File: config.mk
export PLATFORM = sky130hd
export DESIGN_NAME = rtcm3_frame_receiver_unit
export DESIGN_NICKNAME = d
export VERILOG_FILES = /design/src/rtl/core/rtcm3fr_pkg.sv /design/src/rtl/core/rtcm3fr_crc.sv /design/src/rtl/core/rtcm3fr_parse.sv /design/src/rtl/core/rtcm3_frame_receiver_unit.sv
export VERILOG_INCLUDE_DIRS = /design/src /design/src/rtl/core
export SDC_FILE = /design/constraint.sdc
export NUM_CORES = 1
export LEC_CHECK = 0
export BUFFER_PORTS_ARGS = -buffer_cell sky130_fd_sc_hd__buf_2
export CORE_MARGIN = 1.5
export CORE_UTILIZATION = 25
export DETAILED_ROUTE_END_ITERATION = 6
export HOLD_SLACK_MARGIN = 0.15
export SYNTH_ARGS = -nofsm -noshare
export SYNTH_HDL_FRONTEND = slang
export SYNTH_SLANG_ARGS = --single-unit
File: constraint.sdc
create_clock -name clk -period 5.9 [get_ports clk]
set_input_delay 1.77 -clock clk [delete_from_list [all_inputs] [get_ports clk]]
set_output_delay 1.77 -clock clk [all_outputs]
set_load 0.1 [all_outputs]
File: src/rtl/core/rtcm3_frame_receiver_unit_defines.svh
// assertion macros shared by the frame receiver rtl
// expects clk and rst_n in the scope of each use
`ifndef RTCM3_FRAME_RECEIVER_UNIT_DEFINES_SVH
`define RTCM3_FRAME_RECEIVER_UNIT_DEFINES_SVH

// condition holds at every edge out of reset
`define RFR_ASSERT_ALWAYS(label, cond, msg) \
  label: assert property (@(posedge clk) disable iff (!rst_n) (cond)) else $error(msg);

// consequent holds in the same cycle as the antecedent
`define RFR_ASSERT_IMPLY(label, ante, cons, msg) \
  label: assert property (@(posedge clk) disable iff (!rst_n) (ante) |-> (cons)) \
    else $error(msg);

// consequent holds in the cycle after the antecedent
`define RFR_ASSERT_NEXT(label, ante, cons, msg) \
  label: assert property (@(posedge clk) disable iff (!rst_n) (ante) |=> (cons)) \
    else $error(msg);

`endif

File: src/rtl/core/rtcm3fr_pkg.sv
// types and constants of the rtcm3 frame receiver
// no dependencies
`timescale 1ns / 1ps

package rtcm3fr_pkg;

  localparam logic [7:0]  PREAMBLE   = 8'hD3;
  localparam logic [23:0] CRC_POLY   = 24'h864CFB;
  localparam logic [11:0] MT_1002    = 12'd1002;
  localparam logic [11:0] MT_1004    = 12'd1004;
  localparam logic [11:0] MT_1019    = 12'd1019;
  // header bytes before the payload, crc bytes buffered before the last one
  localparam logic [10:0] HDR_BYTES  = 11'd3;
  localparam logic [10:0] CRC_HI_LEN = 11'd2;
  // last byte index of the longest frame
  localparam logic [10:0] MAX_COUNT  = 11'd1028;

  typedef enum logic [2:0] {
    ST_TAKEN        = 3'd0,
    ST_BAD_PREAMBLE = 3'd1,
    ST_CRC_ERR      = 3'd2,
    ST_GOOD_SUP     = 3'd3,
    ST_GOOD_UNSUP   = 3'd4
  } rfr_status_t;

  typedef struct packed {
    rfr_status_t status;
    logic [11:0] message_type;
    logic [9:0]  payload_length;
  } rfr_result_t;

endpackage

File: src/rtl/core/rtcm3fr_crc.sv
// one byte step of crc-24q, msb first, no reflection
// uses rtcm3fr_pkg for the polynomial
`timescale 1ns / 1ps

module rtcm3fr_crc
  import rtcm3fr_pkg::*;
(
  input  logic [23:0] crc_in,
  input  logic [7:0]  data_in,
  output logic [23:0] crc_out
);

  always_comb begin
    logic [23:0] c;
    c = crc_in ^ {data_in, 16'h0000};
    for (int k = 0; k < 8; k++) begin
      if (c[23]) begin
        c = {c[22:0], 1'b0} ^ CRC_POLY;
      end else begin
        c = {c[22:0], 1'b0};
      end
    end
    crc_out = c;
  end

endmodule

File: src/rtl/core/rtcm3fr_parse.sv
// frame state and per-byte decode: header, crc, trailer compare
// uses rtcm3fr_pkg, rtcm3fr_crc and the assertion macro header
`timescale 1ns / 1ps
`include "rtcm3_frame_receiver_unit_defines.svh"

module rtcm3fr_parse
  import rtcm3fr_pkg::*;
(
  input  logic        clk,
  input  logic        rst_n,
  input  logic        advance,
  input  logic [7:0]  byte_in,
  output rfr_result_t res
);

  logic [10:0] cnt_r, cnt_nxt;
  logic [9:0]  len_r, len_nxt;
  logic [23:0] crc_r, crc_nxt;
  logic [15:0] rxh_r, rxh_nxt;
  logic [11:0] type_r, type_nxt;

  logic [9:0]  len_new;
  logic [11:0] type_new;
  logic [10:0] body;
  logic [23:0] crc_seed;
  logic [23:0] crc_stepped;
  logic [23:0] rx_full;

  assign crc_seed = (cnt_r == 11'd0) ? 24'h000000 : crc_r;
  assign rx_full  = {rxh_r, byte_in};

  rtcm3fr_crc u_crc (
    .crc_in  (crc_seed),
    .data_in (byte_in),
    .crc_out (crc_stepped)
  );

  always_comb begin
    len_new = len_r;
    if (cnt_r == 11'd1) begin
      len_new = {byte_in[1:0], 8'h00};
    end else if (cnt_r == 11'd2) begin
      len_new = {len_r[9:8], len_r[7:0] | byte_in};
    end
    type_new = type_r;
    if (cnt_r == 11'd3) begin
      type_new = {byte_in, 4'h0};
    end else if (cnt_r == 11'd4) begin
      type_new = {type_r[11:4], type_r[3:0] | byte_in[7:4]};
    end
    body = {1'b0, len_new} + HDR_BYTES;
  end

  always_comb begin
    cnt_nxt  = cnt_r;
    len_nxt  = len_r;
    crc_nxt  = crc_r;
    rxh_nxt  = rxh_r;
    type_nxt = type_r;
    res.status         = ST_TAKEN;
    res.message_type   = 12'h000;
    res.payload_length = 10'h000;
    if (cnt_r == 11'd0) begin
      if (byte_in != PREAMBLE) begin
        res.status = ST_BAD_PREAMBLE;
      end else begin
        crc_nxt  = crc_stepped;
        rxh_nxt  = 16'h0000;
        type_nxt = 12'h000;
        len_nxt  = 10'h000;
        cnt_nxt  = 11'd1;
      end
    end else begin
      len_nxt  = len_new;
      type_nxt = type_new;
      if (cnt_r < body) begin
        crc_nxt = crc_stepped;
        cnt_nxt = cnt_r + 11'd1;
      end else if (cnt_r < body + CRC_HI_LEN) begin
        rxh_nxt = {rxh_r[7:0], byte_in};
        cnt_nxt = cnt_r + 11'd1;
      end else begin
        // last trailer byte closes the frame
        res.payload_length = len_new;
        if (rx_full != crc_r) begin
          res.status = ST_CRC_ERR;
        end else begin
          res.message_type = type_new;
          if (type_new == MT_1002 || type_new == MT_1004 || type_new == MT_1019) begin
            res.status = ST_GOOD_SUP;
          end else begin
            res.status = ST_GOOD_UNSUP;
          end
        end
        cnt_nxt = 11'd0;
      end
    end
  end

  always_ff @(posedge clk) begin
    if (!rst_n) begin
      cnt_r <= 11'd0;
    end else if (advance) begin
      cnt_r <= cnt_nxt;
    end
  end

  always_ff @(posedge clk) begin
    if (!rst_n) begin
      len_r  <= 10'h000;
      crc_r  <= 24'h000000;
      rxh_r  <= 16'h0000;
      type_r <= 12'h000;
    end else if (advance) begin
      len_r  <= len_nxt;
      crc_r  <= crc_nxt;
      rxh_r  <= rxh_nxt;
      type_r <= type_nxt;
    end
  end

  `RFR_ASSERT_ALWAYS(a_cnt_bound, cnt_r <= MAX_COUNT, "byte count past longest frame")
  `RFR_ASSERT_NEXT(a_end_idle, advance && res.status != ST_TAKEN, cnt_r == 11'd0,
    "frame not back to idle after a report")
  `RFR_ASSERT_NEXT(a_start, advance && cnt_r == 11'd0 && byte_in == PREAMBLE,
    cnt_r == 11'd1, "preamble did not start a frame")

endmodule

File: src/rtl/core/rtcm3_frame_receiver_unit.sv
// rtcm3 frame receiver: one byte beat in, one status beat out
// result valid in the cycle after the byte beat is taken
// throughput: one byte per cycle unless a waiting result is stalled, set by the single result register
// in_stall follows out_stall only while a result is waiting in that register
// synchronous active-low reset returns the receiver to preamble hunt, output empty
`timescale 1ns / 1ps
`include "rtcm3_frame_receiver_unit_defines.svh"

module rtcm3_frame_receiver_unit
  import rtcm3fr_pkg::*;
(
  input  logic        clk,
  input  logic        rst_n,
  input  logic        in_valid,
  output logic        in_stall,
  input  logic [7:0]  in_byte_in,
  output logic        out_valid,
  input  logic        out_stall,
  output logic [2:0]  out_status,
  output logic [11:0] out_message_type,
  output logic [9:0]  out_payload_length
);

  logic        in_accept;
  logic        out_valid_r, out_valid_nxt;
  rfr_result_t res;
  rfr_result_t res_r;

  // take a beat whenever the result register is empty or draining
  assign in_stall  = out_valid_r & out_stall;
  assign in_accept = in_valid & ~in_stall;

  rtcm3fr_parse u_parse (
    .clk     (clk),
    .rst_n   (rst_n),
    .advance (in_accept),
    .byte_in (in_byte_in),
    .res     (res)
  );

  always_comb begin
    out_valid_nxt = out_valid_r;
    if (in_accept) begin
      out_valid_nxt = 1'b1;
    end else if (!out_stall) begin
      out_valid_nxt = 1'b0;
    end
  end

  always_ff @(posedge clk) begin
    if (!rst_n) begin
      out_valid_r <= 1'b0;
    end else begin
      out_valid_r <= out_valid_nxt;
    end
  end

  always_ff @(posedge clk) begin
    if (in_accept) begin
      res_r <= res;
    end
  end

  assign out_valid          = out_valid_r;
  assign out_status         = res_r.status;
  assign out_message_type   = res_r.message_type;
  assign out_payload_length = res_r.payload_length;

  `RFR_ASSERT_NEXT(a_accept_out, in_accept, out_valid_r, "accepted beat left no result")
  `RFR_ASSERT_IMPLY(a_sup_type, out_valid_r && res_r.status == ST_GOOD_SUP,
    res_r.message_type == MT_1002 || res_r.message_type == MT_1004 ||
    res_r.message_type == MT_1019, "supported status with other type")
  `RFR_ASSERT_IMPLY(a_idle_zero,
    out_valid_r && (res_r.status == ST_TAKEN || res_r.status == ST_BAD_PREAMBLE),
    res_r.message_type == 12'h000 && res_r.payload_length == 10'h000,
    "non-final beat carries frame fields")

endmodule
==> results of run 1 <==
worst max-delay path: stages:
cell and delay, ps:
buf_2 80, and3b_1 140, a31oi_1 80, or2_2 320, ha_1 240, or4_1 590
nor4_4 270, xnor2_1 190, and4bb_1 240, xor2_1 160, ha_1 250, nand4_1 90
nor2_1 60, and3_1 170, a221oi_1 290, buf_4 170, o21a_1 140, nand3b_1 200
buf_12 160, nor3_1 50
kinds of logic (layout without fill, tap and decap cells):
kind of cell / Yosys count / in the layout / share of synthesized area
XOR/XNOR: 121 / 121 / 0.1836
AO/OA/AOI/OAI: 144 / 144 / 0.1655
AND/OR/NAND/NOR: 263 / 263 / 0.2068
buffers and inverters: 56 / 109 / 0.03912
adder cells (fa/ha/maj): 26 / 26 / 0.05111
multiplexers: 2 / 2 / 0.003145
flip-flops: 99 / 99 / 0.3507
final cells by class:
class                   instances  area share
well taps                     330     0.05540
clock inverters                 7     0.01158
flip-flops and latches         99      0.2995
clock buffers                   9     0.03022
inverters                      13    0.006547
repair buffers                 80     0.07286
multi-input cells             556      0.5239
through the flow:
stage / setup slack [ps] / power, mW / util / cells / setup TNS [ps]
detailed placement: -158.4 / 0.9560 / 0.2840 / 1078 / -2886
global route: 6.254 / 1.605 / 0.2968 / 1094 / 0
CTS: 206.3 / 1.567 / 0.2964 / 1094 / 0
floorplan: 17.23 / 0.9103 / - / 711 / 0
finish: 284.5 / 1.557 / 0.2968 / 1094 / 0
global placement: -106.5 / 0.9568 / 0.2840 / 1078 / -1785
per-layer routing:
layer,global-route usage,vias to the layer above
met5,0,-
met4,0.03920,0
met1,0.1884,2547
met2,0.2102,137
met3,0.01859,16
li1,-,2613
cells in the mapped netlist (5+ instances only):
cell type and instances:
nand2_1 88, nor2_1 77, dfxtp_1 74, xnor2_1 72, xor2_1 38, a21oi_1 35, ha_1 26, edfxtp_1 25
clkbuf_1 21, nor3_1 17, a22o_1 16, o21ai_0 14, buf_2 13, nand3_1 13, a22oi_1 12, inv_1 12
a211oi_1 10, and2_1 9, nand4_1 9, a31oi_1 6, nor4_1 6, o221ai_1 6, a21o_1 5, a41oi_1 5
and3b_1 5, nor2b_1 5, o21a_1 5, or4_1 5
power by group:
group	switching [mW]	leakage, nW	internal [mW]	total, mW
Clock	0.310	0.151	0.305	0.615
Combinational	0.158	1.78	0.0787	0.236
Sequential	0.00322	0.846	0.702	0.705
Total	0.470	2.78	1.09	1.56
worst paths after layout:
| path | end | cells after the start | from | slack, ps |
|---|---|---|---|---|
| min | u_parse.len_r[2]$_SDFFE_PN0P_ | 2 | u_parse.len_r[2]$_SDFFE_PN0P_ | 490 |
| max reg2reg | out_message_type[2]$_SDFFCE_PP0P_ | 20 | u_parse.cnt_r[7]$_SDFFE_PN0P_ | 700 |
| min reg2reg | u_parse.len_r[2]$_SDFFE_PN0P_ | 2 | u_parse.len_r[2]$_SDFFE_PN0P_ | 490 |
| max | out_message_type[2]$_SDFFCE_PP0P_ | 20 | in_byte_in[0] | 280 |
cells in the final DEF, fill, tap and decap left out, types with 10 or more instances in the layout:
| cell type | n |
|---|---|
| inv_1 | 12 |
| nor3_1 | 17 |
| a211oi_1 | 10 |
| xnor2_1 | 72 |
| ha_1 | 26 |
| edfxtp_1 | 25 |
| nand3_1 | 13 |
| a21oi_1 | 35 |
| o21ai_0 | 14 |
| buf_4 | 39 |
| a22oi_1 | 12 |
| buf_2 | 38 |
| nor2_1 | 77 |
| xor2_1 | 37 |
| nand2_1 | 88 |
| a22o_1 | 16 |
| dfxtp_1 | 74 |
registers in the layout, summed over array words and instances (netlist names):
signal / flops
u_parse.len_r: 10
u_parse.crc_r: 24
out_valid: 1
u_parse.cnt_r: 11
u_parse.type_r: 12
u_parse.rxh_r: 16
out_payload_length: 10
out_message_type: 12
out_status: 3
==> results by group, run 1 <==
Run status
  • Status: finished, final reports clean

Floorplan
  • Initial Utilization: 0.2535
  • Row count: 58
  • Io pins: 39
  • Die height: around 160 µm
  • Die X: 162.6 µm
  • Core Box Area: roughly 25000 µm²
  • Die area: ~26000 µm²

Critical path
  • CP required: approximately 6000 ps
  • Critical path arrival: around 5700 ps
  • Worst-path fanout max: 13
  • CP Class: in -> reg
  • Endpoint type of the worst setup path: flip-flop
  • Crit path launch type: primary input

STA
  • Crit share post-route: 0.9518
  • Period minus WS final: between 5000 and 6000 ps
  • # setup viols final: 0
  • RSZ-0062 raised after global routing: false
  • Final Max Slew Viols: 0
  • Actual slew at the worst max-slew pin: slightly below 1000 ps
  • F_max: around 180 MHz
  • Max-slew headroom: 0.3542
  • Tightest hold margin: 492.2 ps
  • Hold Violations, Final: 0
  • Clock Skews: ~16 ps

Global route
  • Initial antenna violation count: 0
  • Tot GR Track Use: 0.1333
  • First-pass GRT wire length: 27700 µm
  • Vias in the first global route: 4918
  • Overflow after GRT: 0
  • Largest net degree at the start of global routing: 37

Logic synthesis
  • Ys Warns: 0
  • Net Count, Synth: about 750
  • Synth area leaders: dfxtp_1 23%, edfxtp_1 12%, xnor2_1 9.9%
  • Yosys cell types: 69
  • Register bit total from synthesis: 99
  • Post-synth ARST share: 0
  • Yosys top cell area share: 0.2328
  • EDFF count, synth: 25
  • Sequential share of the synthesized area: 0.3507
  • Synth Instances: ~710
  • Yosys top cell by area: dfxtp_1
  • Main flop type after synthesis: dfxtp_1
  • Synthesized area: about 6400 µm²
  • Avg Cell Area, Syn: just under 9 µm²

Pwr
  • Peak supply drop: 0.1388 mV
  • PwrDens: ~210 nW/µm²
  • Leak: 2.781 nW

Route
  • DR vias: between 5000 and 6000
  • Aggregate routed wire length: about 17000 µm
  • Residual DRC: 0
  • WL per Instance: 15.83 µm
  • Met1 wire length: 8332 µm
  • Met3 wire length: 904 µm
  • Detailed Route Iter0 Violations: between 300 and 400
  • Vias per cell: around 5
  • Drt pass-1 iters: 5
  • Met2 wire len: 7787 µm
  • Number of routed nets with antenna violations: 0
  • DR top layer: met4

Cells and area
  • Final net count: 797
  • Share of cells above drive strength 1: 0.1649
  • Final Instance Area: about 7500 µm²
  • Layout area overhead: 17.10%
  • FF/Latch Area: roughly 2200 µm²
  • # diodes: 0
  • Multi-input logic area: between 3000 and 4000 µm²
  • Filler Cell Count: 2664

Clock network
  • CTS root buf: clkbuf_16
  • Setup Fix Bufs, Post-CTS: 0
  • Clock slew at reported path FFs: approximately 70 ps
  • Num Clock Sinks: 99
  • Worst-skew pair later-pin latency: roughly 360 ps
  • Hold buffers post-CTS: 0
  • Max clock buf depth: 2
  • TritonCTS clock tree: done
  • H-tree depth: 3
  • Num CTS Buffers: 9
  • Post-cts gate resize count: 0

Placement
  • DP HPWL: between 10000 and 15000 µm
  • # port buffers: 38
  • Area after DPL: ~7100 µm²
  • Placer congestion estimate: 0.8388

Worst hold path
  • Hold crit path type: reg -> reg

Run
  • Max Cap Viol: 0
Note: power is estimated with default switching activity, not from simulation.
==> run 2, diff against run 1 <==
--- a/config.mk
+++ b/config.mk
@@ -8,7 +8,7 @@
 export LEC_CHECK = 0
 export BUFFER_PORTS_ARGS = -buffer_cell sky130_fd_sc_hd__buf_2
 export CORE_MARGIN = 1.5
-export CORE_UTILIZATION = 25
+export CORE_UTILIZATION = 45
 export DETAILED_ROUTE_END_ITERATION = 6
 export HOLD_SLACK_MARGIN = 0.15
 export SYNTH_ARGS = -nofsm -noshare
==> results by group, run 2 (synthesis results as in run 1) <==
STA
  • F_max: 175.5 MHz (-1.4%)
  • Period minus WS final: 5697 ps (+81.34 ps)
  • Hold Violations, Final: 0 (unchanged)
  • Max-slew headroom: 0.2583 (-0.09592)
  • Final WS setup: 203.2 ps (-81.34 ps)
  • Final Max Slew Viols: 0 (unchanged)
  • Final setup TNS: 0 ps (unchanged)
  • Actual slew at the worst max-slew pin: 1102 ps (+140.9 ps)
  • Crit share post-route: 0.9656 (+0.01379)
  • # setup viols final: 0 (unchanged)
  • Clock Skews: 11.57 ps (-4.778 ps)

Clock network
  • CTS root buf: clkbuf_16
  • TritonCTS clock tree: done
  • Hold buffers post-CTS: 0 (unchanged)
  • Clock slew at reported path FFs: 70 ps (about the same)
  • Num CTS Buffers: 9 (unchanged)
  • H-tree depth: 3 (unchanged)
  • Worst-skew pair later-pin latency: 360 ps (about the same)
  • Max clock buf depth: 2 (unchanged)
  • Setup Fix Bufs, Post-CTS: 0 (unchanged)
  • Num Clock Sinks: 99 (unchanged)

Floorplan
  • Die area: 14870 µm² (-44%)
  • Core Box Area: 13830 µm² (-45%)
  • Initial Utilization: 0.4603 (+0.2068)
  • Row count: 43 (-26%)
  • Io pins: 39 (unchanged)
  • Die X: 121.9 µm (-25%)
  • Die height: 121.9 µm (-25%)

Pwr
  • Reg power frac: 0.453 (about the same)
  • Sw Ratio: 0.3011 (-0.001174)
  • Clk pwr share: 0.394 (about the same)
  • PwrDens: 213.4 nW/µm² (+2.2%)
  • Leak: 2.789 nW (+0.27%)
  • Peak supply drop: 0.1268 mV (-8.7%)
  • Tot Pwr: 1.556 mW (about the same)
  • Logic pwr share: 0.153 (about the same)
  • Net Sw Power: 0.4685 mW (-0.42%)
  • Pint: 1.088 mW (+0.14%)

Cells and area
  • Most frequent cells in the layout: 88 x nand2_1, 77 x nor2_1, 74 x dfxtp_1
  • Filler Cell Count: 1279 (-52%)
  • Layout area overhead: 14.55%
  • Final net count: 798 (+0.13%)
  • # diodes: 0 (unchanged)
  • Flip-flop count of the largest register after layout: 24 (unchanged)
  • Share of cells above drive strength 1: 0.1660 (+0.001092)
  • Largest registers: u_parse.crc_r x24, u_parse.rxh_r x16
  • Largest reg by FF count: u_parse.crc_r
  • Commonest non-fill, non-tap cell in the layout: nand2_1

Critical path
  • Critical path arrival: 5950 ps (+260 ps)
  • Crit path launch type: primary input
  • CP required: 6150 ps (+170 ps)
  • CP Class: in -> reg
  • Endpoint type of the worst setup path: flip-flop
  • Worst-path fanout max: 16 (+3)

Placement
  • Setup Slack @ Placement: -214.5 ps (-56.03 ps)
  • DP HPWL: 12740 µm (-0.30%)
  • Placer congestion estimate: 0.9054 (+7.9%)
  • # port buffers: 38 (unchanged)

Global route
  • Overflow after GRT: 0 (unchanged)
  • Vias in the first global route: 5231 (+6.4%)
  • Met1 global-route usage: 0.3297 (+0.1414)
  • First-pass GRT wire length: 27920 µm (+0.82%)
  • Met3 GRT Util: 0.04307 (+0.02448)
  • Gr busiest metal: met2
  • Initial antenna violation count: 0 (unchanged)
  • GRT met2 Usage: 0.3978 (+0.1876)
  • Largest net degree at the start of global routing: 37 (unchanged)
  • Tot GR Track Use: 0.2448 (+0.1115)

Route
  • Vias per cell: 5.757 (+19%)
  • WL per Instance: 18.48 µm (+17%)
  • Drt pass-1 iters: 5 (unchanged)
  • Number of routed nets with antenna violations: 0 (unchanged)
  • Residual DRC: 0 (unchanged)
  • Aggregate routed wire length: 17470 µm (+0.89%)
  • DR vias: 5440 (+2.4%)
  • Detailed Route Iter0 Violations: 548 (+68%)

Run status
  • Status: finished, final reports clean

Run
  • Max Cap Viol: 0 (unchanged)

Worst hold path
  • Hold crit path type: reg -> reg
-- run 2: final cells by class --
class	instances	area, µm²	area share
clock buffer	9	225.2	0.03089
inverter	13	48.80	0.006693
sequential	99	2232	0.3062
tap	180	225.2	0.03089
multi-input combinational	556	3915	0.5370
timing repair buffer	81	550.5	0.07551
clock inverter	7	93.84	0.01287
-- run 2: critical path, cell delays in order --
cell and delay (ps):
buf_2 100, and3b_1 150, a31oi_1 90, or2_2 300
ha_1 230, or4_1 590, nand2b_1 210, xor2_2 190
buf_4 160, nand2b_1 140, xnor2_1 160, ha_1 270
nand4_1 90, nor2_1 70, and3_1 190, a221oi_2 310
buf_4 160, o211ai_1 170, a31o_4 380, a22o_1 200
-- run 2: stage by stage --
| stage | cell area, µm² | utilization | hold WS, ps | instances |
|---|---|---|---|---|
| after floorplan | 6374 | - | 454.7 | 711 |
| after global placement | 6950 | 0.5027 | 470.7 | 929 |
| after detailed placement | 6950 | 0.5027 | 480.9 | 929 |
| after CTS | 7269 | 0.5257 | 503.2 | 945 |
| after global routing | 7291 | 0.5273 | 524.9 | 945 |
| final | 7291 | 0.5273 | 503.6 | 945 |
-- run 2: timing repair --
item	in CTS	in global routing
endpoints found under the setup margin	0	52
hold endpoints to repair	0	0
resized for setup	0	5
-- run 2: worst paths after layout --
path / end / depth (start not counted) / slack, ps / from
min reg2reg: u_parse.rxh_r[9]$_SDFFE_PN0P_ / 1 / 500 / u_parse.rxh_r[9]$_SDFFE_PN0P_
min: u_parse.rxh_r[9]$_SDFFE_PN0P_ / 1 / 500 / u_parse.rxh_r[9]$_SDFFE_PN0P_
max reg2reg: u_parse.rxh_r[4]$_SDFFE_PN0P_ / 21 / 640 / u_parse.cnt_r[4]$_SDFFE_PN0P_
max: u_parse.rxh_r[4]$_SDFFE_PN0P_ / 20 / 200 / in_byte_in[0]
-- run 2: metal layers --
| metal | vias up | routed length, µm | part of all wire |
|---|---|---|---|
| li1 | 2616 | - | - |
| met4 | 0 | 356 | 0.020 |
| met3 | 31 | 1134 | 0.065 |
| met5 | - | 0 | 0 |
| met2 | 184 | 8187 | 0.47 |
| met1 | 2609 | 7788 | 0.45 |
-- run 2: power by group through the flow --
stage	registers [mW]	clock network, mW	logic [mW]
finish	0.705	0.613	0.238
global route	0.706	0.646	0.250
CTS	0.705	0.621	0.238
detailed placement	0.721	0	0.236
global placement	0.721	0	0.235
floorplan	0.778	0	0.133
